`config.mk`:
```
export PLATFORM = sky130hd
export DESIGN_NAME = hdc_cell
export DESIGN_NICKNAME = d
export VERILOG_FILES = /design/src/rtl/holonomic_to_diff_drive_command_unit_defines.svh /design/src/rtl/hdc_pkg.sv /design/src/rtl/hdc_cell.sv
export SDC_FILE = /design/constraint.sdc
export NUM_CORES = 1
export LEC_CHECK = 0
export BUFFER_PORTS_ARGS = -buffer_cell sky130_fd_sc_hd__clkbuf_2
export CORE_MARGIN = 10
export CORE_UTILIZATION = 53
export DETAILED_ROUTE_END_ITERATION = 8
export HOLD_SLACK_MARGIN = 0.1
export PLACE_DENSITY = 0.84
export REMOVE_ABC_BUFFERS = 1
export SYNTH_ARGS = -nofsm -noshare
export SYNTH_HDL_FRONTEND = slang
export SYNTH_SLANG_ARGS = --single-unit
```
`constraint.sdc`:
```
create_clock -name clk -period 0.8 [get_ports clk]
set_input_delay 0.16 -clock clk [delete_from_list [all_inputs] [get_ports clk]]
set_output_delay 0.16 -clock clk [all_outputs]
set_load 0.1 [all_outputs]
```
`src/rtl/holonomic_to_diff_drive_command_unit_defines.svh`:
```
// ============================================================================
// Assertion macros for the holonomic to differential drive command unit
// Concurrent checks, compiled out when SYNTH is defined.
// ============================================================================
`ifndef HOLONOMIC_TO_DIFF_DRIVE_COMMAND_UNIT_DEFINES_SVH
`define HOLONOMIC_TO_DIFF_DRIVE_COMMAND_UNIT_DEFINES_SVH

`ifndef SYNTH
// same-cycle implication, sampled on clk, off during reset
`define HDC_ASSERT_NOW(label, ante, cons) \
    label: assert property (@(posedge clk) disable iff (!rst_n) (ante) |-> (cons)) \
    else $error("hdc check failed");
// next-cycle implication, sampled on clk, off during reset
`define HDC_ASSERT_NEXT(label, ante, cons) \
    label: assert property (@(posedge clk) disable iff (!rst_n) (ante) |=> (cons)) \
    else $error("hdc check failed");
`else
`define HDC_ASSERT_NOW(label, ante, cons)
`define HDC_ASSERT_NEXT(label, ante, cons)
`endif

`endif

```
`src/rtl/hdc_pkg.sv`:
```
// ============================================================================
// hdc_pkg
// Shared widths, constants, arctangent table and pipeline item types.
// ============================================================================
package hdc_pkg;

    localparam int DATA_W      = 16;  // velocity and command fields
    localparam int NUM_CELLS   = 16;  // one square-root digit per cell
    localparam int CELL_IDX_W  = 4;
    localparam int CORDIC_STEPS = 14;
    localparam int HX_W        = 20;  // heading CORDIC x/y
    localparam int YX_W        = 36;  // yaw CORDIC x/y
    localparam int Z_W         = 21;  // angle accumulators, Q3.16
    localparam int SQ_W        = 33;  // square-root remainder and root
    localparam int ANG_W       = 17;  // Q3.12 angle after rounding
    localparam int DIFF_W      = 18;

    localparam int CFG_W       = 15;
    localparam int CFG_IDX_W   = 2;

    localparam logic [CFG_IDX_W-1:0] REG_TURN_RATE = 2'd0;
    localparam logic [CFG_IDX_W-1:0] REG_MIN_SPEED = 2'd1;
    localparam logic [CFG_IDX_W-1:0] REG_DEADBAND  = 2'd2;

    localparam logic [14:0] TURN_RATE_RST = 15'd4915;
    localparam logic [14:0] MIN_SPEED_RST = 15'd41;
    localparam logic [13:0] DEADBAND_RST  = 14'd410;

    localparam logic signed [Z_W-1:0]    PI_Q16 = 21'sd205887;
    localparam logic signed [DIFF_W-1:0] PI_Q12 = 18'sd12868;
    localparam logic [SQ_W-1:0]          SPEED_MAX = 33'd32767;

    // arctangent of 2^-i in Q3.16
    localparam logic [Z_W-1:0] ATAN_TAB [0:NUM_CELLS-1] = '{
        21'd51472, 21'd30386, 21'd16055, 21'd8150, 21'd4091, 21'd2047,
        21'd1024, 21'd512, 21'd256, 21'd128, 21'd64, 21'd32,
        21'd16, 21'd8, 21'd4, 21'd2
    };

    // item state carried along the cell chain
    typedef struct packed {
        logic signed [HX_W-1:0]   hx;
        logic signed [HX_W-1:0]   hy;
        logic signed [Z_W-1:0]    hz;
        logic signed [YX_W-1:0]   yx;
        logic signed [YX_W-1:0]   yy;
        logic signed [Z_W-1:0]    yz;
        logic [SQ_W-1:0]          rem;
        logic [SQ_W-1:0]          root;
        logic                     direct;
        logic [DATA_W-1:0]        vx;
        logic [DATA_W-1:0]        dang;
        logic                     req_zero;
        logic                     yaw_zero;
    } cell_data_t;

    // configuration as seen by the output stage
    typedef struct packed {
        logic [14:0] turn_rate;
        logic [14:0] min_speed;
        logic [13:0] deadband;
    } cfg_t;

endpackage

```
`src/rtl/hdc_cell.sv`:
```
// ============================================================================
// hdc_cell
// One chain cell: a vectoring CORDIC step for heading and for yaw while CORDIC
// steps remain, and one digit of the integer square root of the speed.
// ============================================================================
module hdc_cell (
    input  logic                                  clk,
    input  logic                                  rst_n,
    input  logic                                  adv,
    input  logic [hdc_pkg::CELL_IDX_W-1:0]        idx,
    input  logic                                  in_valid,
    input  hdc_pkg::cell_data_t                   in_data,
    output logic                                  out_valid,
    output hdc_pkg::cell_data_t                   out_data
);

    localparam int HX_W = hdc_pkg::HX_W;
    localparam int YX_W = hdc_pkg::YX_W;
    localparam int Z_W  = hdc_pkg::Z_W;
    localparam int SQ_W = hdc_pkg::SQ_W;

    logic                data_valid_reg;
    hdc_pkg::cell_data_t data_next, data_reg;

    always_comb
    begin
        logic signed [HX_W-1:0] hxs, hys, hx, hy;
        logic signed [YX_W-1:0] yxs, yys, yx, yy;
        logic signed [Z_W-1:0]  at;
        logic [SQ_W-1:0]        bitv, trial;
        logic [5:0]             bsh;
        hx  = in_data.hx;
        hy  = in_data.hy;
        yx  = in_data.yx;
        yy  = in_data.yy;
        hxs = hx >>> idx;
        hys = hy >>> idx;
        yxs = yx >>> idx;
        yys = yy >>> idx;
        at  = $signed(hdc_pkg::ATAN_TAB[idx]);
        bsh   = 6'd30 - {1'b0, idx, 1'b0};
        bitv  = SQ_W'(1) << bsh;
        trial = in_data.root + bitv;
        data_next = in_data;

        // rotate towards the x axis while steps remain
        if (32'(idx) < hdc_pkg::CORDIC_STEPS)
        begin
            if (hy > 0)
            begin
                data_next.hx = hx + hys;
                data_next.hy = hy - hxs;
                data_next.hz = in_data.hz + at;
            end
            else
            begin
                data_next.hx = hx - hys;
                data_next.hy = hy + hxs;
                data_next.hz = in_data.hz - at;
            end
            if (yy > 0)
            begin
                data_next.yx = yx + yys;
                data_next.yy = yy - yxs;
                data_next.yz = in_data.yz + at;
            end
            else
            begin
                data_next.yx = yx - yys;
                data_next.yy = yy + yxs;
                data_next.yz = in_data.yz - at;
            end
        end

        // settle one root digit
        if (in_data.rem >= trial)
        begin
            data_next.rem  = in_data.rem - trial;
            data_next.root = (in_data.root >> 1) + bitv;
        end
        else
        begin
            data_next.root = in_data.root >> 1;
        end
    end

    always_ff @(posedge clk or negedge rst_n)
    begin
        if (!rst_n)
            data_valid_reg <= 1'b0;
        else if (adv)
            data_valid_reg <= in_valid;
    end

    always_ff @(posedge clk)
    begin
        if (adv)
            data_reg <= data_next;
    end

    assign out_valid = data_valid_reg;
    assign out_data  = data_reg;

endmodule

```
==> reports/results.txt, run 1 <==
Outcome - aborted with a tool error
Halt Stage - 5_1_grt
First Error - [ERROR GRT-0116] Global routing finished with congestion. Check the congestion regions in the DRC Viewer.
Adder-cell share of the synthesized area - 0.1022
Synth Area in Compound Gates - 0.2000
Yosys top cell area share - 0.2645
Hpwl dp - 124.8 mm
Post-synth top cells - nand2_1, nor2_1, a21oi_1, edfxtp_1, ha_1
Async set-reset flop share out of synthesis - 0.003906
Total track usage - 0.8999
PortBufs - 518
Synth warnings - 0
Die H - 253.7 um
Main area contributors after synthesis - edfxtp_1, mux4_2, ha_1, a21oi_1, xnor2_1
Row cnt - 85
Yosys cell types - 86
# clock sinks - 256
Initial Util - 0.5370
Grt ovf - 2047
Post-Syn Area per Cell - 8.817 um2
Seq cells post-synth - 256
Ys flop type - edfxtp_1
Post-synthesis mux area share - 0.1341
Sequential fraction of the synthesis area - 0.2653
CTS max path bufs - 3
Count leader, synth - nand2_1
Post-synth EDFFs - 255
TritonCTS buffer count - 31
Synth Area in XOR/XNOR - 0.09316
Area leader, netlist - edfxtp_1
First-pass GRT wire length - 430.6 mm
Vias in the first global route - 55576
Pin count of the biggest net entering global routing - 67
CTS root buffer - clkbuf_16
Syn Std Cell Area - 28960 um2
Placer Congestion - 1.137
Gate Count Post-Synth - 3284
Die width - 253.7 um
I/O pin count - 519
Max H-tree Level - 1
Simple-Gate Fraction of Synth Area - 0.1717
Largest family of logic cells by synthesized area - compound AO/OA/AOI/OAI gates
==> cells by family after synthesis <==
group / after synthesis
compound gates: 938
flops: 256
xor+xnor: 308
fa+ha+maj: 233
mux: 228
buf+inv: 244
simple gates: 1077
==> metrics by stage <==
step           utilization  instance area (um2)  setup TNS, ps  worst slack (ps)  instances
3_5_place_dp        0.8282                44660       -1002570             -5405       5495
3_3_place_gp        0.8282                44660        -911330             -4848       5495
2_1_floorplan            -                28320       -1129500             -7037       3130
4_1_cts             0.9130                49230        -884880             -4203       5790
==> per-layer routing <==
layer | GRT overflow | global-route usage
met5 | 15 | 0.7417
met4 | 533 | 0.9299
met3 | 133 | 0.8283
met2 | 1269 | 1.029
met1 | 97 | 0.8391
==> what timing repair did <==
action | in CTS
resized for setup | 313
hold buffers | 161
endpoints found under the setup margin | 477
endpoints found under the hold margin | 268
pin swaps | 121
setup buffers | 71
gates cloned | 8
==> run 2, diff against run 1 <==
--- a/config.mk
+++ b/config.mk
@@ -7,10 +7,9 @@
 export LEC_CHECK = 0
 export BUFFER_PORTS_ARGS = -buffer_cell sky130_fd_sc_hd__clkbuf_2
 export CORE_MARGIN = 10
-export CORE_UTILIZATION = 53
+export CORE_UTILIZATION = 38
 export DETAILED_ROUTE_END_ITERATION = 8
-export HOLD_SLACK_MARGIN = 0.1
-export PLACE_DENSITY = 0.84
+export PLACE_DENSITY_LB_ADDON = 0.15
 export REMOVE_ABC_BUFFERS = 1
 export SYNTH_ARGS = -nofsm -noshare
 export SYNTH_HDL_FRONTEND = slang
==> constraint.sdc (replaced) <==
create_clock -name clk -period 1 [get_ports clk]
set_input_delay 0.2 -clock clk [delete_from_list [all_inputs] [get_ports clk]]
set_output_delay 0.2 -clock clk [all_outputs]
set_load 0.1 [all_outputs]
==> run 2 against run 1 <==
The flow now finishes, with violations (negative setup slack). Synthesized area unchanged. Synthesized cell count unchanged.
==> reports/results.txt, run 2 <==
Outcome - complete, but fails checks (was aborted with a tool error)
Failing checks - negative setup slack
Initial Util - 0.3825 (was 0.5370)
Post-synth top cells - nand2_1, nor2_1, a21oi_1, edfxtp_1, ha_1 (unchanged)
I/O pin count - 519 (unchanged)
Unrepaired setup endpoints after global routing - yes
Count leader, synth - nand2_1 (unchanged)
Max_cap viols - 0
First-pass GRT wire length - 197.5 mm
Reg2Reg Launch Point - out_valid
Commonest cells after routing, fill and taps aside - buf_4, nand2_1, buf_12
TritonCTS clock tree - done
Final core utilization - 0.6996
Post-route DRC - 0
Via/cell ratio - 5.508
Final period util - 4.942
Setup_tns - -765720 ps
Ys flop type - edfxtp_1 (unchanged)
Initial drt markers - 2143
Post-synth EDFFs - 255 (unchanged)
R2R cell count - 1
Share of layout cells above drive strength 1 - 0.5083
Synth warnings - 0 (unchanged)
Die width - 296.0 um (was 253.7 um)
Async set-reset flop share out of synthesis - 0.003906 (unchanged)
CTS max path bufs - 3 (unchanged)
Initial DRT Pass Iterations - 6
Worst slew margin - 0.3490
Dpl ws - -5073 ps (was -5405 ps)
P_leak - 0.02369 uW
Maximum vdd drop - 2.185 mV
Die H - 296.0 um (was 253.7 um)
Area grow syn2layout - 82.91%
Critical Path End Type - flop
Initial antenna violation count - 16
CP Data Required Time - 1300 ps
Wire per inst - 21.53 um
Syn Std Cell Area - 28960 um2 (unchanged)
Pin count of the biggest net entering global routing - 81
Post-Syn Area per Cell - 8.817 um2 (unchanged)
Sequential fraction of the synthesis area - 0.2653 (unchanged)
Full die area - 87640 um2
Fmax - 0.2024 GHz
CTS root buffer - clkbuf_16 (unchanged)
Critical path arrival - 5250 ps
CP Launch Type - input pin
Via count - 34133
Total track usage - 0.2894
Slew @ Worst Pin - 976.5 ps
Setup violators final - 476
Slowest CP cell - mux4_2
Crit path kind - input pin to flop
Reg-to-reg slack, setup - 200 ps
Post-Route WL - 133.4 mm
Seq cells post-synth - 256 (unchanged)
Reg-to-Reg End - out_valid
Hold Slack - 19.66 ps
Final worst slack - -3942 ps
Power Density - 1678 nW/um2
Largest register FFs - 255
Slew Viols, Final - 0
Clock skew - 0 ps
Grt ovf - 0
Max incr delay on CP - 560 ps
Clock Latency Late Sink - 560 ps
WHS Path Cells - 3
Most common cell after layout, fill and taps aside - buf_4
Hold violation count in the final report - 0
HP Start - in_data[82]
# clock sinks - 256 (unchanged)
Reg clk slew, reported paths - 60 ps
Hpwl dp - 102.0 mm (was 124.8 mm)
Core ar. - 75700 um2
Area leader, netlist - edfxtp_1 (unchanged)
Max H-tree Level - 2 (was 1)
Worst-path fanout max - 7
Min Tclk post-route - 4942 ps
Fin nets - 5680
TritonCTS buffer count - 34 (was 31)
WHS Endpoint - out_data[82]
Yosys top cell area share - 0.2645 (unchanged)
Worst-path cell chain - buf_16 -> buf_6 -> mux4_2 -> mux2_4 -> mux2i_4 -> o31ai_4 -> or4b_4 -> or3b_4 -> nor2_4 -> nor2_1 -> xor2_1 -> ha_1 -> nand2_2 -> nor2_4 -> nand3_2 -> a2bb2oi_2 -> o211ai_1 -> buf_4 -> o311ai_4 -> buf_6 -> o21ai_4 -> o41ai_2 -> mux2i_1 -> xnor2_1
Yosys cell types - 86 (unchanged)
HP Class - input pin to flop
Placer Congestion - 0.9561 (was 1.137)
Gate Count Post-Synth - 3284 (unchanged)
PortBufs - 518 (unchanged)
Row cnt - 101 (was 85)
Vias in the first global route - 34265
Final ANT Viol Nets - 0
Main area contributors after synthesis - edfxtp_1, mux4_2, ha_1, a21oi_1, xnor2_1 (unchanged)
run 2: repair_timing:
item	CTS	global route
resized for setup	620	266
endpoints found under the hold margin	76	0
buffers inserted	130	63
endpoints found under the setup margin	476	476
gates cloned	19	1
pin swaps	225	206
hold buffers	77	0
run 2: logic make-up (layout without fill, tap and decap cells):
| logic type | Yosys count | in the layout | share of synthesized area |
|---|---|---|---|
| other cells | 0 | 8 | 0 |
| xor+xnor | 308 | 308 | 0.09316 |
| fa+ha+maj | 233 | 233 | 0.1022 |
| simple gates | 1077 | 1077 | 0.1717 |
| compound gates | 938 | 938 | 0.2000 |
| buf+inv | 244 | 2171 | 0.03349 |
| mux | 228 | 228 | 0.1341 |
| flops | 256 | 256 | 0.2653 |
run 2: layer usage:
layer / share of wire / global-route usage / vias up
met5: 0.00090 / 0 / -
met4: 0.042 / 0.1184 / 18
met1: 0.40 / 0.3495 / 16465
met2: 0.48 / 0.4887 / 1232
li1: - / - / 16144
met3: 0.080 / 0.07049 / 274
run 2: cell type report:
class,count,area [um2]
antenna,8,20.02
sequential,256,7682
fill,5750,22740
inverter,90,360.3
clock buffer,41,898.4
clock inverter,19,262.8
timing repair buffer,2021,19220
tap,978,1224
multi-input combinational,2784,23290
run 2: worst max path at each step:
| stage | slack (ps) | end | from |
|---|---|---|---|
| floorplan | -6880 | out_data[44] | idx[3] |
| global placement | -4960 | out_data[151] | idx[0] |
| detailed placement | -5070 | out_data[157] | idx[0] |
| CTS | -3790 | out_data[157] | idx[0] |
| global route | -4070 | out_data[193] | idx[0] |
| finish | -3940 | out_data[193] | idx[0] |
run 2: stage by stage:
step	cell area, um2	power [uW]	cells
floorplan	28320	45000	3130
global placement	45650	68370	5861
detailed placement	45650	68640	5861
CTS	51380	86700	6144
global route	52960	92800	6195
finish	52960	88850	6197
run 2: critical path: cells and delay by family:
| kind | cells | cell delay [ps] |
|---|---|---|
| AOI/OAI and AO/OA | 6 | 1070 |
| muxes | 4 | 1380 |
| xor gates and xnor gates | 2 | 250 |
| adders and majority gates | 1 | 320 |
| buffers and inverters | 4 | 590 |
| and+or+nand+nor | 7 | 1400 |
run 2: report_power, final:
part           leakage, uW  switching, uW  internal (uW)
registers          0.00251           1770          14900
clock network     0.000564           5160           7980
logic               0.0206          33200          25900
Note: power is estimated with default switching activity, not from simulation.
