<file path="config.mk">
export PLATFORM = sky130hd
export DESIGN_NAME = hdc_back
export DESIGN_NICKNAME = d
export VERILOG_FILES = /design/src/rtl/holonomic_to_diff_drive_command_unit_defines.svh /design/src/rtl/hdc_pkg.sv /design/src/rtl/hdc_back.sv
export SDC_FILE = /design/constraint.sdc
export NUM_CORES = 1
export LEC_CHECK = 0
export BUFFER_PORTS_ARGS = -buffer_cell sky130_fd_sc_hd__buf_4
export CAP_MARGIN = 20
export CORE_AREA = 10 10 121 123
export CTS_BUF_LIST = sky130_fd_sc_hd__clkbuf_8
export CTS_CLUSTER_DIAMETER = 80
export DETAILED_ROUTE_END_ITERATION = 10
export DIE_AREA = 0 0 131 133
export PLACE_DENSITY_LB_ADDON = 0.25
export SLEW_MARGIN = 20
export SYNTH_ARGS = -nofsm -noshare
export SYNTH_HDL_FRONTEND = slang
export SYNTH_SLANG_ARGS = --single-unit
</file>
<file path="constraint.sdc">
create_clock -name clk -period 1.75 [get_ports clk]
set_input_delay 0.35 -clock clk [delete_from_list [all_inputs] [get_ports clk]]
set_output_delay 0.35 -clock clk [all_outputs]
set_load 0.02 [all_outputs]
</file>
<file path="src/rtl/holonomic_to_diff_drive_command_unit_defines.svh">
// ============================================================================
// Assertion macros for the holonomic to differential drive command unit
// Concurrent checks, compiled out when SYNTH is defined.
// ============================================================================
`ifndef HOLONOMIC_TO_DIFF_DRIVE_COMMAND_UNIT_DEFINES_SVH
`define HOLONOMIC_TO_DIFF_DRIVE_COMMAND_UNIT_DEFINES_SVH

`ifndef SYNTH
// same-cycle implication, sampled on clk, off during reset
`define HDC_ASSERT_NOW(label, ante, cons) \
    label: assert property (@(posedge clk) disable iff (!rst_n) (ante) |-> (cons)) \
    else $error("hdc check failed");
// next-cycle implication, sampled on clk, off during reset
`define HDC_ASSERT_NEXT(label, ante, cons) \
    label: assert property (@(posedge clk) disable iff (!rst_n) (ante) |=> (cons)) \
    else $error("hdc check failed");
`else
`define HDC_ASSERT_NOW(label, ante, cons)
`define HDC_ASSERT_NEXT(label, ante, cons)
`endif

`endif

</file>
<file path="src/rtl/hdc_pkg.sv">
// ============================================================================
// hdc_pkg
// Shared widths, constants, arctangent table and pipeline item types.
// ============================================================================
package hdc_pkg;

    localparam int DATA_W      = 16;  // velocity and command fields
    localparam int NUM_CELLS   = 16;  // one square-root digit per cell
    localparam int CELL_IDX_W  = 4;
    localparam int CORDIC_STEPS = 14;
    localparam int HX_W        = 20;  // heading CORDIC x/y
    localparam int YX_W        = 36;  // yaw CORDIC x/y
    localparam int Z_W         = 21;  // angle accumulators, Q3.16
    localparam int SQ_W        = 33;  // square-root remainder and root
    localparam int ANG_W       = 17;  // Q3.12 angle after rounding
    localparam int DIFF_W      = 18;

    localparam int CFG_W       = 15;
    localparam int CFG_IDX_W   = 2;

    localparam logic [CFG_IDX_W-1:0] REG_TURN_RATE = 2'd0;
    localparam logic [CFG_IDX_W-1:0] REG_MIN_SPEED = 2'd1;
    localparam logic [CFG_IDX_W-1:0] REG_DEADBAND  = 2'd2;

    localparam logic [14:0] TURN_RATE_RST = 15'd4915;
    localparam logic [14:0] MIN_SPEED_RST = 15'd41;
    localparam logic [13:0] DEADBAND_RST  = 14'd410;

    localparam logic signed [Z_W-1:0]    PI_Q16 = 21'sd205887;
    localparam logic signed [DIFF_W-1:0] PI_Q12 = 18'sd12868;
    localparam logic [SQ_W-1:0]          SPEED_MAX = 33'd32767;

    // arctangent of 2^-i in Q3.16
    localparam logic [Z_W-1:0] ATAN_TAB [0:NUM_CELLS-1] = '{
        21'd51472, 21'd30386, 21'd16055, 21'd8150, 21'd4091, 21'd2047,
        21'd1024, 21'd512, 21'd256, 21'd128, 21'd64, 21'd32,
        21'd16, 21'd8, 21'd4, 21'd2
    };

    // item state carried along the cell chain
    typedef struct packed {
        logic signed [HX_W-1:0]   hx;
        logic signed [HX_W-1:0]   hy;
        logic signed [Z_W-1:0]    hz;
        logic signed [YX_W-1:0]   yx;
        logic signed [YX_W-1:0]   yy;
        logic signed [Z_W-1:0]    yz;
        logic [SQ_W-1:0]          rem;
        logic [SQ_W-1:0]          root;
        logic                     direct;
        logic [DATA_W-1:0]        vx;
        logic [DATA_W-1:0]        dang;
        logic                     req_zero;
        logic                     yaw_zero;
    } cell_data_t;

    // configuration as seen by the output stage
    typedef struct packed {
        logic [14:0] turn_rate;
        logic [14:0] min_speed;
        logic [13:0] deadband;
    } cfg_t;

endpackage

</file>
<file path="src/rtl/hdc_back.sv">
// ============================================================================
// hdc_back
// Rounds both angles, forms the heading error and the bang-bang turn, clamps
// the speed and holds the result item for the output channel.
// ============================================================================
module hdc_back (
    input  logic                 clk,
    input  logic                 rst_n,
    input  logic                 adv,
    input  hdc_pkg::cfg_t        cfg,
    input  logic                 in_valid,
    input  hdc_pkg::cell_data_t  in_data,
    output logic                 out_valid,
    output logic [15:0]          linear_cmd,
    output logic [15:0]          angular_cmd
);

    localparam int Z_W    = hdc_pkg::Z_W;
    localparam int ANG_W  = hdc_pkg::ANG_W;
    localparam int DIFF_W = hdc_pkg::DIFF_W;

    logic        res_valid_reg;
    logic [15:0] lin_next, ang_next, lin_reg, ang_reg;

    always_comb
    begin
        logic signed [Z_W-1:0]    hsum, ysum;
        logic signed [ANG_W-1:0]  heading, yaw;
        logic signed [DIFF_W-1:0] diff, db;
        logic [15:0]              tr, spd;
        hsum    = in_data.hz + Z_W'(8);
        ysum    = in_data.yz + Z_W'(8);
        heading = ANG_W'(hsum >>> 4);
        yaw     = in_data.yaw_zero ? '0 : ANG_W'(ysum >>> 4);
        diff    = DIFF_W'(yaw) - DIFF_W'(heading);
        db      = $signed({4'b0, cfg.deadband});
        tr      = {1'b0, cfg.turn_rate};

        // clamp the speed
        if (in_data.root < hdc_pkg::SQ_W'(cfg.min_speed))
            spd = '0;
        else if (in_data.root > hdc_pkg::SPEED_MAX)
            spd = 16'(hdc_pkg::SPEED_MAX);
        else
            spd = in_data.root[15:0];

        priority if (in_data.direct)
        begin
            lin_next = in_data.vx;
            ang_next = in_data.dang;
        end
        else if (in_data.req_zero)
        begin
            lin_next = '0;
            ang_next = '0;
        end
        else
        begin
            lin_next = spd;
            priority if (diff > db)
                ang_next = (diff < hdc_pkg::PI_Q12) ? -tr : tr;
            else if (diff < -db)
                ang_next = (diff < -hdc_pkg::PI_Q12) ? -tr : tr;
            else
                ang_next = '0;
        end
    end

    always_ff @(posedge clk or negedge rst_n)
    begin
        if (!rst_n)
            res_valid_reg <= 1'b0;
        else if (adv)
            res_valid_reg <= in_valid;
    end

    always_ff @(posedge clk)
    begin
        if (adv)
        begin
            lin_reg <= lin_next;
            ang_reg <= ang_next;
        end
    end

    assign out_valid   = res_valid_reg;
    assign linear_cmd  = lin_reg;
    assign angular_cmd = ang_reg;

endmodule

</file>
# --- Word level (Yosys, flattened, before mapping) ---
# Cells that the tools add are included.
word_totals:
  regBits: 33
  latchBits: 0
  mem_bits_rw: 0
  romBits: 0
  out_inout_bits: 33
  n_memories: 0
classes:
  add_sub_neg: 5
  n_mul: 0
  div_mod_pow: 0
  n_lt_le_gt_ge: 6
  n_eq_ne: 0
  n_shift: 0
  mux: 11
  n_bitwise: 0
  reduce_logical: 0
ops:
  columns: ["op", "count"]
  rows:
  - ["$mux 16", 10]
  - ["$add 21x5->21 const B", 2]
  - ["$lt 18x15->1 const B", 2]
  - ["$gt 33x15->1 const B", 1]
  - ["$lt 33x15->1", 1]
  - ["$gt 18x15->1", 1]
  - ["$lt 18x18->1", 1]
  - ["$neg 14->18", 1]
  - ["$sub 17x17->18", 1]
  - ["$mux 17", 1]
  - ["$neg 15->16", 1]

# --- Logic depth before layout (Yosys ltp) ---
# Gate-level depths: netlist of run 1.
logic_depth:
  word_depth: 9
  mapped_depth: 24
  depth_no_buf: 22

# --- Worst setup path after synthesis of run 1 ---
# OpenSTA, ideal clock, no wires.
synth_timing:
  kind: "in2reg"
  startpoint: "in in_data[109] in the netlist's numbering"
  endpoint: "reg ang_reg[14] (netlist: angular_cmd[14]) (data pin)"
  setup_ps: 150
  arrival_time_ps: 4466
  required_ps: 1600
  setup_slack_ps: -2866
  cell_stages: 23
  cell_sequence: "and3_1 and3_1 and3_1 nand2_1 nor2_1 nand3_1 xor2_1 nor2_1 ha_1 clkbuf_1 a21o_1 o221a_2 a2111oi_0 o211ai_1 inv_1 clkbuf_1 ha_1 a211oi_1 o31ai_4 o221ai_2 nand3_2 buf_6 o211ai_2"
synth_via:
  elab_chain_len: 9
synth_rtl:
  columns: ["element", "line_no", "source"]
  rows:
  - ["from (decl)", "hdc_back.sv:12", "input hdc_pkg::cell_data_t in_data,"]
  - ["$add 21x5->21 *", "hdc_back.sv:32", "ysum = in_data.yz + Z_W'(8);"]
  - ["$mux 17 *", "hdc_back.sv:34", "yaw = in_data.yaw_zero ? '0 : ANG_W'(ysum >>> 4);"]
  - ["$sub 17x17->18 *", "hdc_back.sv:35", "diff = DIFF_W'(yaw) - DIFF_W'(heading);"]
  - ["$lt 18x15->1", "hdc_back.sv:63", "ang_next = (diff < -hdc_pkg::PI_Q12) ? -tr : tr;"]
  - ["$mux 16", "hdc_back.sv:63", null]
  - ["$mux 16", "hdc_back.sv:62", "else if (diff < -db)"]
  - ["$mux 16 *", "hdc_back.sv:60", "priority if (diff > db)"]
  - ["$mux 16 *", "hdc_back.sv:52", "else if (in_data.req_zero)"]
  - ["$mux 16 *", "hdc_back.sv:47", "priority if (in_data.direct)"]
  - ["via ang_next[14]", "hdc_back.sv:23", "logic [15:0] lin_next, ang_next, lin_reg, ang_reg;"]
  - ["to (signal assigned)", "hdc_back.sv:82", "ang_reg <= ang_next;"]
  - ["to (decl)", "hdc_back.sv:23", null]
# Mark *: on every way through the listed nets, which the timed path passes. The rest lies on a longest branch.
# A chain may end at the register's enable or synchronous reset.

# --- Final worst setup path of run 1 ---
layout_timing:
  startpoint: "in in_data[107] in the netlist's numbering"
  endpoint: "reg ang_reg[11] (netlist: angular_cmd[11]) (data pin)"
# The elaborated chain is that of the path after synthesis.

==> results of run 1 <==
## layout by cell type (no fill, tap or decap), types with 11 or more instances in the layout
cell type / synthesis / routed
inv_1: 48 / 47
nor3_1: 20 / 20
a22oi_2: 0 / 11
a21o_1: 11 / 11
a31oi_1: 12 / 12
xnor2_1: 33 / 33
o21ai_2: 8 / 24
edfxtp_1: 32 / 32
o211ai_1: 13 / 13
nand4_1: 11 / 11
xor2_1: 41 / 41
or3_1: 15 / 14
nor2_1: 71 / 64
nand3_1: 39 / 34
buf_4: 1 / 400
nand2_1: 65 / 63
ha_1: 57 / 50
a21oi_1: 24 / 17
## flip-flops by register name (all words and copies together) (netlist names)
name and flops:
angular_cmd 16, linear_cmd 16, out_valid 1
## metrics by stage
step / cells / setup slack, ns / hold slack, ns / setup TNS, ns
floorplan: 732 / -2.53 / 0.0544 / -47.41
global placement: 1263 / -2.77 / 0.126 / -54.98
detailed placement: 1263 / -2.89 / 0.126 / -56.88
CTS: 1295 / -2.44 / 0.291 / -45.64
global route: 1300 / -2.90 / 0.288 / -54.74
finish: 1300 / -2.67 / 0.291 / -49.67
## metal layers
layer | vias up | part of all wire | track usage
met5 | - | 0 | 0
li1 | 3532 | - | -
met3 | 95 | 0.11 | 0.0927
met2 | 357 | 0.48 | 0.421
met4 | 0 | 0.041 | 0.112
met1 | 3390 | 0.37 | 0.260
## worst max-delay path, cell delays in order
cell and delay (ns):
buf_8 0.10, and3_4 0.18, and3_4 0.17, and3_4 0.16
buf_4 0.13, xnor2_1 0.14, nor2_1 0.07, ha_2 0.39
buf_4 0.15, nand2_1 0.05, o21ai_1 0.25, nand2_1 0.09
o311ai_1 0.13, nor2_2 0.10, ha_1 0.33, nand4_1 0.09
or3_1 0.32, o221ai_2 0.08, maj3_2 0.22, a21oi_2 0.03
o2111a_2 0.28, o211a_4 0.28, buf_12 0.15, a22oi_2 0.13
o21ai_2 0.07
## timing repair
item	in CTS	in global routing
hold buffers	1	0
setup buffers	23	5
gates resized for setup	76	14
pin swaps	24	26
endpoints found under the setup margin	31	31
hold endpoints to repair	1	0
gates cloned	1	0
## kinds of logic (layout without fill, tap and decap cells)
logic type,Yosys count,in the layout,share of synthesized area
AO/OA/AOI/OAI,202,202,0.267
XOR/XNOR,74,74,0.115
adder cells (fa/ha/maj),60,60,0.134
buffers and inverters,80,476,0.0607
flip-flops,33,33,0.175
multiplexers,2,2,0.00377
AND/OR/NAND/NOR,281,281,0.245
## final cells by class
type	instances	area (sq um)
clock buffers	5	68.8
multi-input cells	619	4860
inverters	48	185
flip-flops and latches	33	986
fillers	804	2730
repair buffers	420	3300
well taps	172	215
clock inverters	3	17.5
## power groups by stage
stage / Combinational, mW / Clock (mW) / Sequential [mW]
global route: 4.05 / 0.607 / 1.00
detailed placement: 3.30 / 0 / 1.01
floorplan: 1.70 / 0 / 1.12
finish: 3.75 / 0.557 / 0.998
CTS: 3.60 / 0.573 / 0.998
global placement: 3.23 / 0 / 1.01
## how the worst min path moves through the flow
stage	start	endpoint	slack, ns	cells past startpoint
6_report	in_valid	out_valid	0.29	2
5_1_grt	in_valid	out_valid	0.29	2
4_1_cts	in_valid	out_valid	0.29	2
3_5_place_dp	rst_n	out_valid	0.13	1
3_3_place_gp	rst_n	out_valid	0.13	1
2_1_floorplan	rst_n	out_valid	0.05	0
==> impl_metrics.toml, run 1 <==
[status]
status = "finished, violations left"
violations = "negative setup slack"

[pwr]
comb_power_share = 0.707
total_power_mw = 5.31
p_int_mw = 3.11
power_frac_seq = 0.188
clkPwrFrac = 0.105
p_leak_nw = 4.47
peakVddDrop_uv = 301
power_density_nw_per_um2 = 551
p_sw_mw = 2.20
switching_share = 0.415

[job]
cap_violations = 0

[worst_setup_path]
r2r_slack_ns = 1.01
r2r-end = "out_valid"
r2r-start = "out_valid"
critPathLaunchType = "input port"
worst_ep_required_time_ns = 1.79
crit_start = "in_data[107]"
worstPathArrival_ns = 4.47
crit_type = "input port to register"
ff2ff_path_depth = 1
path_max_fanout = 7
endpoint_kind = "register"
crit_path_end = "angular_cmd[11]"

[yosys]
ys_top_cells_by_area = "edfxtp_1 (17%), ha_1 (13%), xor2_1 (6.4%)"
syn-cell-area_sq_um = 5650
synth_top_flop_cell = "edfxtp_1"
synth-seq-cells = 33
synth.most_common_cell = "nor2_1"
ys_async_sr_fraction = 0.0303
synth_top_area_cell = "edfxtp_1"
ys_types = 81
synthTopCellsByCount = "nor2_1 (71), nand2_1 (65), ha_1 (57), inv_1 (48), xor2_1 (41)"
synth_area_per_cell_sq_um = 7.72
synthesis.nets = 1093
synth_edf_count = 32
ys_warn_count = 0
seq_area_frac_synth = 0.175
synthCells = 732
synth_top_area_frac = 0.170

[global_route]
grt_antenna_before_repair = 0
grt_pass1_wl_um = 35500
grt_pass1_vias = 7589
grt_max_degree = 34
grt_usage = 0.246
grt-ovfl-total = 0

[timing]
hold_viol = 0
setup_viol = 31
worst_pin_slew_ns = 0.451
rsz0062_at_grt = "yes"
fin_crit_sh = 2.53
layout_setup_ws_ns = -2.67
skew_ns = 0
fmax_mhz = 226
maxSlewViolCount = 0
timing.slew.headroom = 0.695
timing.final.crit_period_ns = 4.42

[placed_design]
gp_congestion = 0.946
dpl.hpwl_um = 17800
port_buffers = 184
postPlaceCellArea_sq_um = 8890

[clock_tree]
clkTransAtPathRegs_ns = 0.07
htree_levels = 2
cts_tree = "built"
cts_sinks = 33
clkLatencyLatePin_ns = 0.29
cts-root-buf = "clkbuf_8"
numCtsBuffers = 5
clock_path_buffers = 2

[final_layout]
drive_above_1_share = 0.488
utilization = 0.779
area_growth_pct = 70.6
stdcell_area_sq_um = 9640
num-nets-final = 1488
insertedDiodeCount = 0

[routing]
viasPerCell = 5.67
wl_per_cell_um = 17.7
first_iter_violations = 438
route.detailed.drc = 0
firstDrtPassIters = 5
wl_um = 23000
antenna_left = 0
num_vias = 7374

[die]
num_rows = 41
floorplan.initialDensity = 0.457
io_pins = 336
die-width_um = 131
dieArea_sq_um = 17400
core_sq_um = 12400
die_h_um = 133

[worst_hold_path]
hold_class = "input port to register"
No activity file was read; power rests on OpenSTA's default activity.
==> run 2: changes to the inputs <==
--- a/config.mk
+++ b/config.mk
@@ -13,6 +13,7 @@
 export DETAILED_ROUTE_END_ITERATION = 10
 export DIE_AREA = 0 0 131 133
 export PLACE_DENSITY_LB_ADDON = 0.25
+export SETUP_SLACK_MARGIN = 0.3
 export SLEW_MARGIN = 20
 export SYNTH_ARGS = -nofsm -noshare
 export SYNTH_HDL_FRONTEND = slang
==> run 2 against run 1 <==
The run still ends with negative setup slack left. Final area down 2.1%. Sequential share of layout area up 0.22 points. Critical path depth down 1. Clock skew unchanged. Global-route usage down 1.2 points. Worst setup slack better by 0.097 ns. Sequential power about the same. Utilization down 1.6 points. Critical path type unchanged. Largest cell class unchanged. Largest power group unchanged. Highest routed layer unchanged.
==> impl_metrics.toml, run 2 (synthesized netlist as in run 1, its figures left out) <==
[worst_setup_path]
r2r_slack_ns = 1.01
worstPathArrival_ns = 4.37
critPathLaunchType = "input port"
path_max_fanout = 7
crit_type = "input port to register"
worst_ep_required_time_ns = 1.79
endpoint_kind = "register"

[placed_design]
port_buffers = 184
dpl.hpwl_um = 17800
gp_congestion = 0.946

[clock_tree]
numCtsBuffers = 5
cts_sinks = 33
cts-root-buf = "clkbuf_8"
clkLatencyLatePin_ns = 0.29
clock_path_buffers = 2
clkTransAtPathRegs_ns = 0.07
cts_tree = "built"
htree_levels = 2

[global_route]
grt_pass1_vias = 7264
grt_pass1_wl_um = 33700
grt-ovfl-total = 0
grt_max_degree = 34
grt_antenna_before_repair = 0
grt_usage = 0.234

[timing]
skew_ns = 0
maxSlewViolCount = 0
timing.slew.headroom = 0.699
layout_setup_ws_ns = -2.58
hold_viol = 0
hold_slack_ns = 0.291
timing.final.crit_period_ns = 4.33
fin_crit_sh = 2.47
rsz0062_at_grt = "yes"
fmax_mhz = 231
fin_tns_setup_ns = -48.08
worst_pin_slew_ns = 0.449
setup_viol = 31

[final_layout]
num-nets-final = 1475
area_growth_pct = 67.0
insertedDiodeCount = 0
fillers = 863
final_cell_mix = "buf_4 (390), nor2_1 (66), nand2_1 (63)"
drive_above_1_share = 0.476
layout_commonest_cell = "buf_4"

[status]
violations = "negative setup slack"
status = "finished, violations left"

[routing]
wl_um = 22400
firstDrtPassIters = 7
wl_per_cell_um = 17.4
first_iter_violations = 424
antenna_left = 0
route.detailed.drc = 0
viasPerCell = 5.62
num_vias = 7227

[die]
num_rows = 41
floorplan.initialDensity = 0.457
io_pins = 336
core_sq_um = 12400
dieArea_sq_um = 17400
die_h_um = 133
die-width_um = 131

[pwr]
p_leak_nw = 4.37
power_density_nw_per_um2 = 552
peakVddDrop_uv = 272

[worst_hold_path]
hold_class = "input port to register"

[job]
cap_violations = 0
## run 2: cell count changes in the layout (fill, tap and decap cells not counted), sizes merged
cell    change
clkbuf      +1
buf        -14
## run 2: worst paths after layout
path | end | startpoint | depth (start not counted)
setup / recovery | angular_cmd[13] | in_data[199] | 24
hold / removal | out_valid | in_valid | 2
setup reg to reg | out_valid | out_valid | 1
hold reg to reg | out_valid | out_valid | 1
max in group asynchronous | out_valid | rst_n | 2
min in group asynchronous | out_valid | rst_n | 2
## run 2: cell type report
type                    instances  area, sq um  area share
inverters                      48          185      0.0196
multi-input cells             619         4780       0.507
flip-flops and latches         33          986       0.105
repair buffers                407         3180       0.337
well taps                     172          215      0.0228
clock buffers                   5         68.8     0.00730
clock inverters                 3         17.5     0.00186
## run 2: critical path, cell delays in order
cell and delay [ns]:
buf_4 0.09, and3_4 0.19, and3_4 0.18, nand4_1 0.11
buf_4 0.16, nor2_1 0.10, xnor2_1 0.13, ha_1 0.26
and4_4 0.17, and2_4 0.16, o21ai_1 0.17, o311ai_2 0.19
nor2_2 0.18, ha_1 0.27, buf_4 0.14, buf_4 0.13
o221ai_2 0.17, maj3_2 0.23, a21oi_2 0.03, o2111a_2 0.28
o211a_4 0.27, buf_12 0.14, a22oi_2 0.15, o21ai_2 0.08
## run 2: through the flow
stage / worst slack [ns] / area (sq um) / utilization / total power [mW] / std cells
2_1_floorplan: -2.53 / 5890 / - / 2.82 / 732
3_3_place_gp: -2.77 / 8890 / 0.719 / 4.24 / 1263
3_5_place_dp: -2.89 / 8890 / 0.719 / 4.32 / 1263
4_1_cts: -2.44 / 9300 / 0.752 / 5.06 / 1284
5_1_grt: -2.78 / 9430 / 0.763 / 5.55 / 1287
6_report: -2.58 / 9430 / 0.763 / 5.21 / 1287
## run 2: what timing repair did
item                                   4_1_cts  5_1_grt
cloned                                       0        1
setup endpoints to repair                   31       31
gates resized for setup                     49       17
pin swaps                                   15       11
hold buffers                                 1        0
endpoints found under the hold margin        1        0
setup buffers                               12        2
## run 2: routing by layer
layer / vias to the layer above / GRT usage / wire (um)
met1: 3319 / 0.250 / 8330
met3: 67 / 0.0899 / 2650
li1: 3500 / - / -
met4: 0 / 0.0915 / 790
met5: - / 0 / 0
met2: 341 / 0.402 / 10600
## run 2: power by group
| group | internal (mW) | leakage [nW] | switching, mW |
|---|---|---|---|
| logic | 1.80 | 4.00 | 1.84 |
| registers | 0.971 | 0.322 | 0.0271 |
| clock network | 0.274 | 0.0439 | 0.291 |
==> run 3: changes to the inputs <==
--- a/config.mk
+++ b/config.mk
@@ -6,13 +6,13 @@
 export NUM_CORES = 1
 export LEC_CHECK = 0
 export BUFFER_PORTS_ARGS = -buffer_cell sky130_fd_sc_hd__buf_4
-export CAP_MARGIN = 20
+export CAP_MARGIN = 25
 export CORE_AREA = 10 10 121 123
 export CTS_BUF_LIST = sky130_fd_sc_hd__clkbuf_8
 export CTS_CLUSTER_DIAMETER = 80
 export DETAILED_ROUTE_END_ITERATION = 10
 export DIE_AREA = 0 0 131 133
-export PLACE_DENSITY_LB_ADDON = 0.25
+export PLACE_DENSITY_LB_ADDON = 0.1
 export SETUP_SLACK_MARGIN = 0.3
 export SLEW_MARGIN = 20
 export SYNTH_ARGS = -nofsm -noshare
==> constraint.sdc (replaced) <==
create_clock -name clk -period 1.75 [get_ports clk]
set_input_delay 0.175 -clock clk [delete_from_list [all_inputs] [get_ports clk]]
set_output_delay 0.175 -clock clk [all_outputs]
set_load 0.02 [all_outputs]
==> run 3 against run 2 <==
The run still ends with negative setup slack left. Final area is 2.8% higher. Hold slack worse by 0.18 ns. Sequential share of layout area is 0.29 points lower. Utilization is 2.1 points higher. Die area stayed put. Combinational power is 4% higher. Clock skew stayed put. Non-clock buffer count is 10 higher. Sequential power hardly changed. Via count is 2.7% higher. Largest power group unchanged. Highest routed layer unchanged.
==> impl_metrics.toml, run 3 (synthesized netlist as in run 1, its figures left out) <==
[die]
dieArea_sq_um = 17400
die-width_um = 131
num_rows = 41
core_sq_um = 12400
die_h_um = 133
io_pins = 336
floorplan.initialDensity = 0.457

[final_layout]
seq_area_sq_um = 986
final_cell_mix = "buf_4 (393), nand2_1 (62), nor2_1 (62)"
insertedDiodeCount = 0
layout.cells.non_filler = 1297
fillers = 851
area_growth_pct = 71.7
utilization = 0.784
stdcell_area_sq_um = 9700
layout_commonest_cell = "buf_4"
multi_input_area_sq_um = 4940
num-nets-final = 1485
drive_above_1_share = 0.500

[pwr]
power_density_nw_per_um2 = 554
peakVddDrop_uv = 315
total_power_mw = 5.37
p_leak_nw = 4.46

[worst_setup_path]
path_max_fanout = 16
endpoint_kind = "register"
worst_ep_required_time_ns = 1.80
critPathLaunchType = "input port"
crit_start = "in_data[104]"
r2r-start = "out_valid"
crit_type = "input port to register"
worstPathArrival_ns = 4.28

[timing]
fmax_mhz = 236
rsz0062_at_grt = "yes"
hold_slack_ns = 0.110
hold_viol = 0
setup_viol = 31
maxSlewViolCount = 0
fin_crit_sh = 2.42
worst_pin_slew_ns = 0.485
skew_ns = 0
layout_setup_ws_ns = -2.49
timing.slew.headroom = 0.675
timing.final.crit_period_ns = 4.24

[global_route]
grt_usage = 0.256
grt-ovfl-total = 0
grt_pass1_vias = 7681
grt_max_degree = 35
grt_antenna_before_repair = 0
grt_pass1_wl_um = 36900

[routing]
first_iter_violations = 598
antenna_left = 0
viasPerCell = 5.72
wl_um = 23600
firstDrtPassIters = 5
wl_per_cell_um = 18.2
route.detailed.drc = 0
num_vias = 7420

[clock_tree]
clkTransAtPathRegs_ns = 0.07
clkLatencyLatePin_ns = 0.29
cts_sinks = 33
cts-root-buf = "clkbuf_8"
cts_tree = "built"
clock_path_buffers = 2
numCtsBuffers = 5
htree_levels = 2

[worst_hold_path]
hold_class = "input port to register"
hp-start = "in_valid"

[placed_design]
port_buffers = 184
dpl.hpwl_um = 19000
gp_congestion = 0.905
postPlaceCellArea_sq_um = 8890
dpl.cell_count = 1262

[job]
cap_violations = 0

[status]
status = "finished, violations left"
violations = "negative setup slack"
run 3: changes by cell type in the layout (fill, tap and decap cells not counted), moves of 3 or more:
cell	previous run	this run
buf_6	10	15
o21ai_2	24	29
nor2_1	66	62
nor2_4	1	5
buf_4	390	393
o21ai_0	12	9
run 3: worst max-delay path: stages:
cell and delay (ns):
buf_4 0.12, ha_2 0.21, nand3_1 0.10, xor2_1 0.15, nor2_1 0.07, ha_1 0.35
nand3_1 0.13, and2_2 0.21, nand2_2 0.10, buf_4 0.13, a211oi_2 0.07, buf_4 0.14
buf_4 0.12, buf_4 0.12, buf_4 0.12, buf_4 0.12, buf_4 0.12, buf_4 0.12
buf_4 0.12, buf_4 0.12, nor4_1 0.36, a31oi_1 0.16, a32o_1 0.30, buf_12 0.16
nor2b_1 0.14, xnor2_1 0.18, o211ai_2 0.09
run 3: per-stage QoR:
stage | TNS, ns | setup slack, ns
2_1_floorplan | -41.99 | -2.35
3_3_place_gp | -52.20 | -2.79
3_5_place_dp | -53.96 | -2.80
4_1_cts | -44.48 | -2.47
5_1_grt | -47.94 | -2.65
6_report | -44.30 | -2.49
run 3: timing repair:
action	CTS	global route
endpoints found under the setup margin	31	31
gates resized for setup	65	48
hold buffers	1	0
hold endpoints to repair	1	0
cloned	2	0
pin swaps	22	47
setup buffers	16	8
run 3: path summary, 6_finish.rpt:
check	end	cells past startpoint	slack, ns
max in group asynchronous	out_valid	2	1.48
min	out_valid	2	0.11
min in group asynchronous	out_valid	2	0.19
max	angular_cmd[14]	27	-2.49
min reg2reg	out_valid	1	0.51
max reg2reg	out_valid	1	1.01
run 3: report_power, final:
part	switching (mW)	internal, mW	leakage (nW)
clock	0.281	0.269	0.0491
combinational	1.91	1.87	4.09
sequential	0.0603	0.974	0.322
run 3: final cells by class:
| type | count | share of cell area |
|---|---|---|
| clock inverters | 3 | 0.00142 |
| clock buffers | 5 | 0.00710 |
| flip-flops and latches | 33 | 0.102 |
| multi-input cells | 619 | 0.510 |
| inverters | 48 | 0.0191 |
| well taps | 172 | 0.0222 |
| repair buffers | 417 | 0.339 |
run 3: per-layer routing:
metal	up-vias	part of all wire	track usage
met3	28	0.091	0.0376
met4	0	0.014	0.0655
li1	3521	-	-
met1	3516	0.40	0.307
met2	355	0.50	0.460
met5	-	0	0
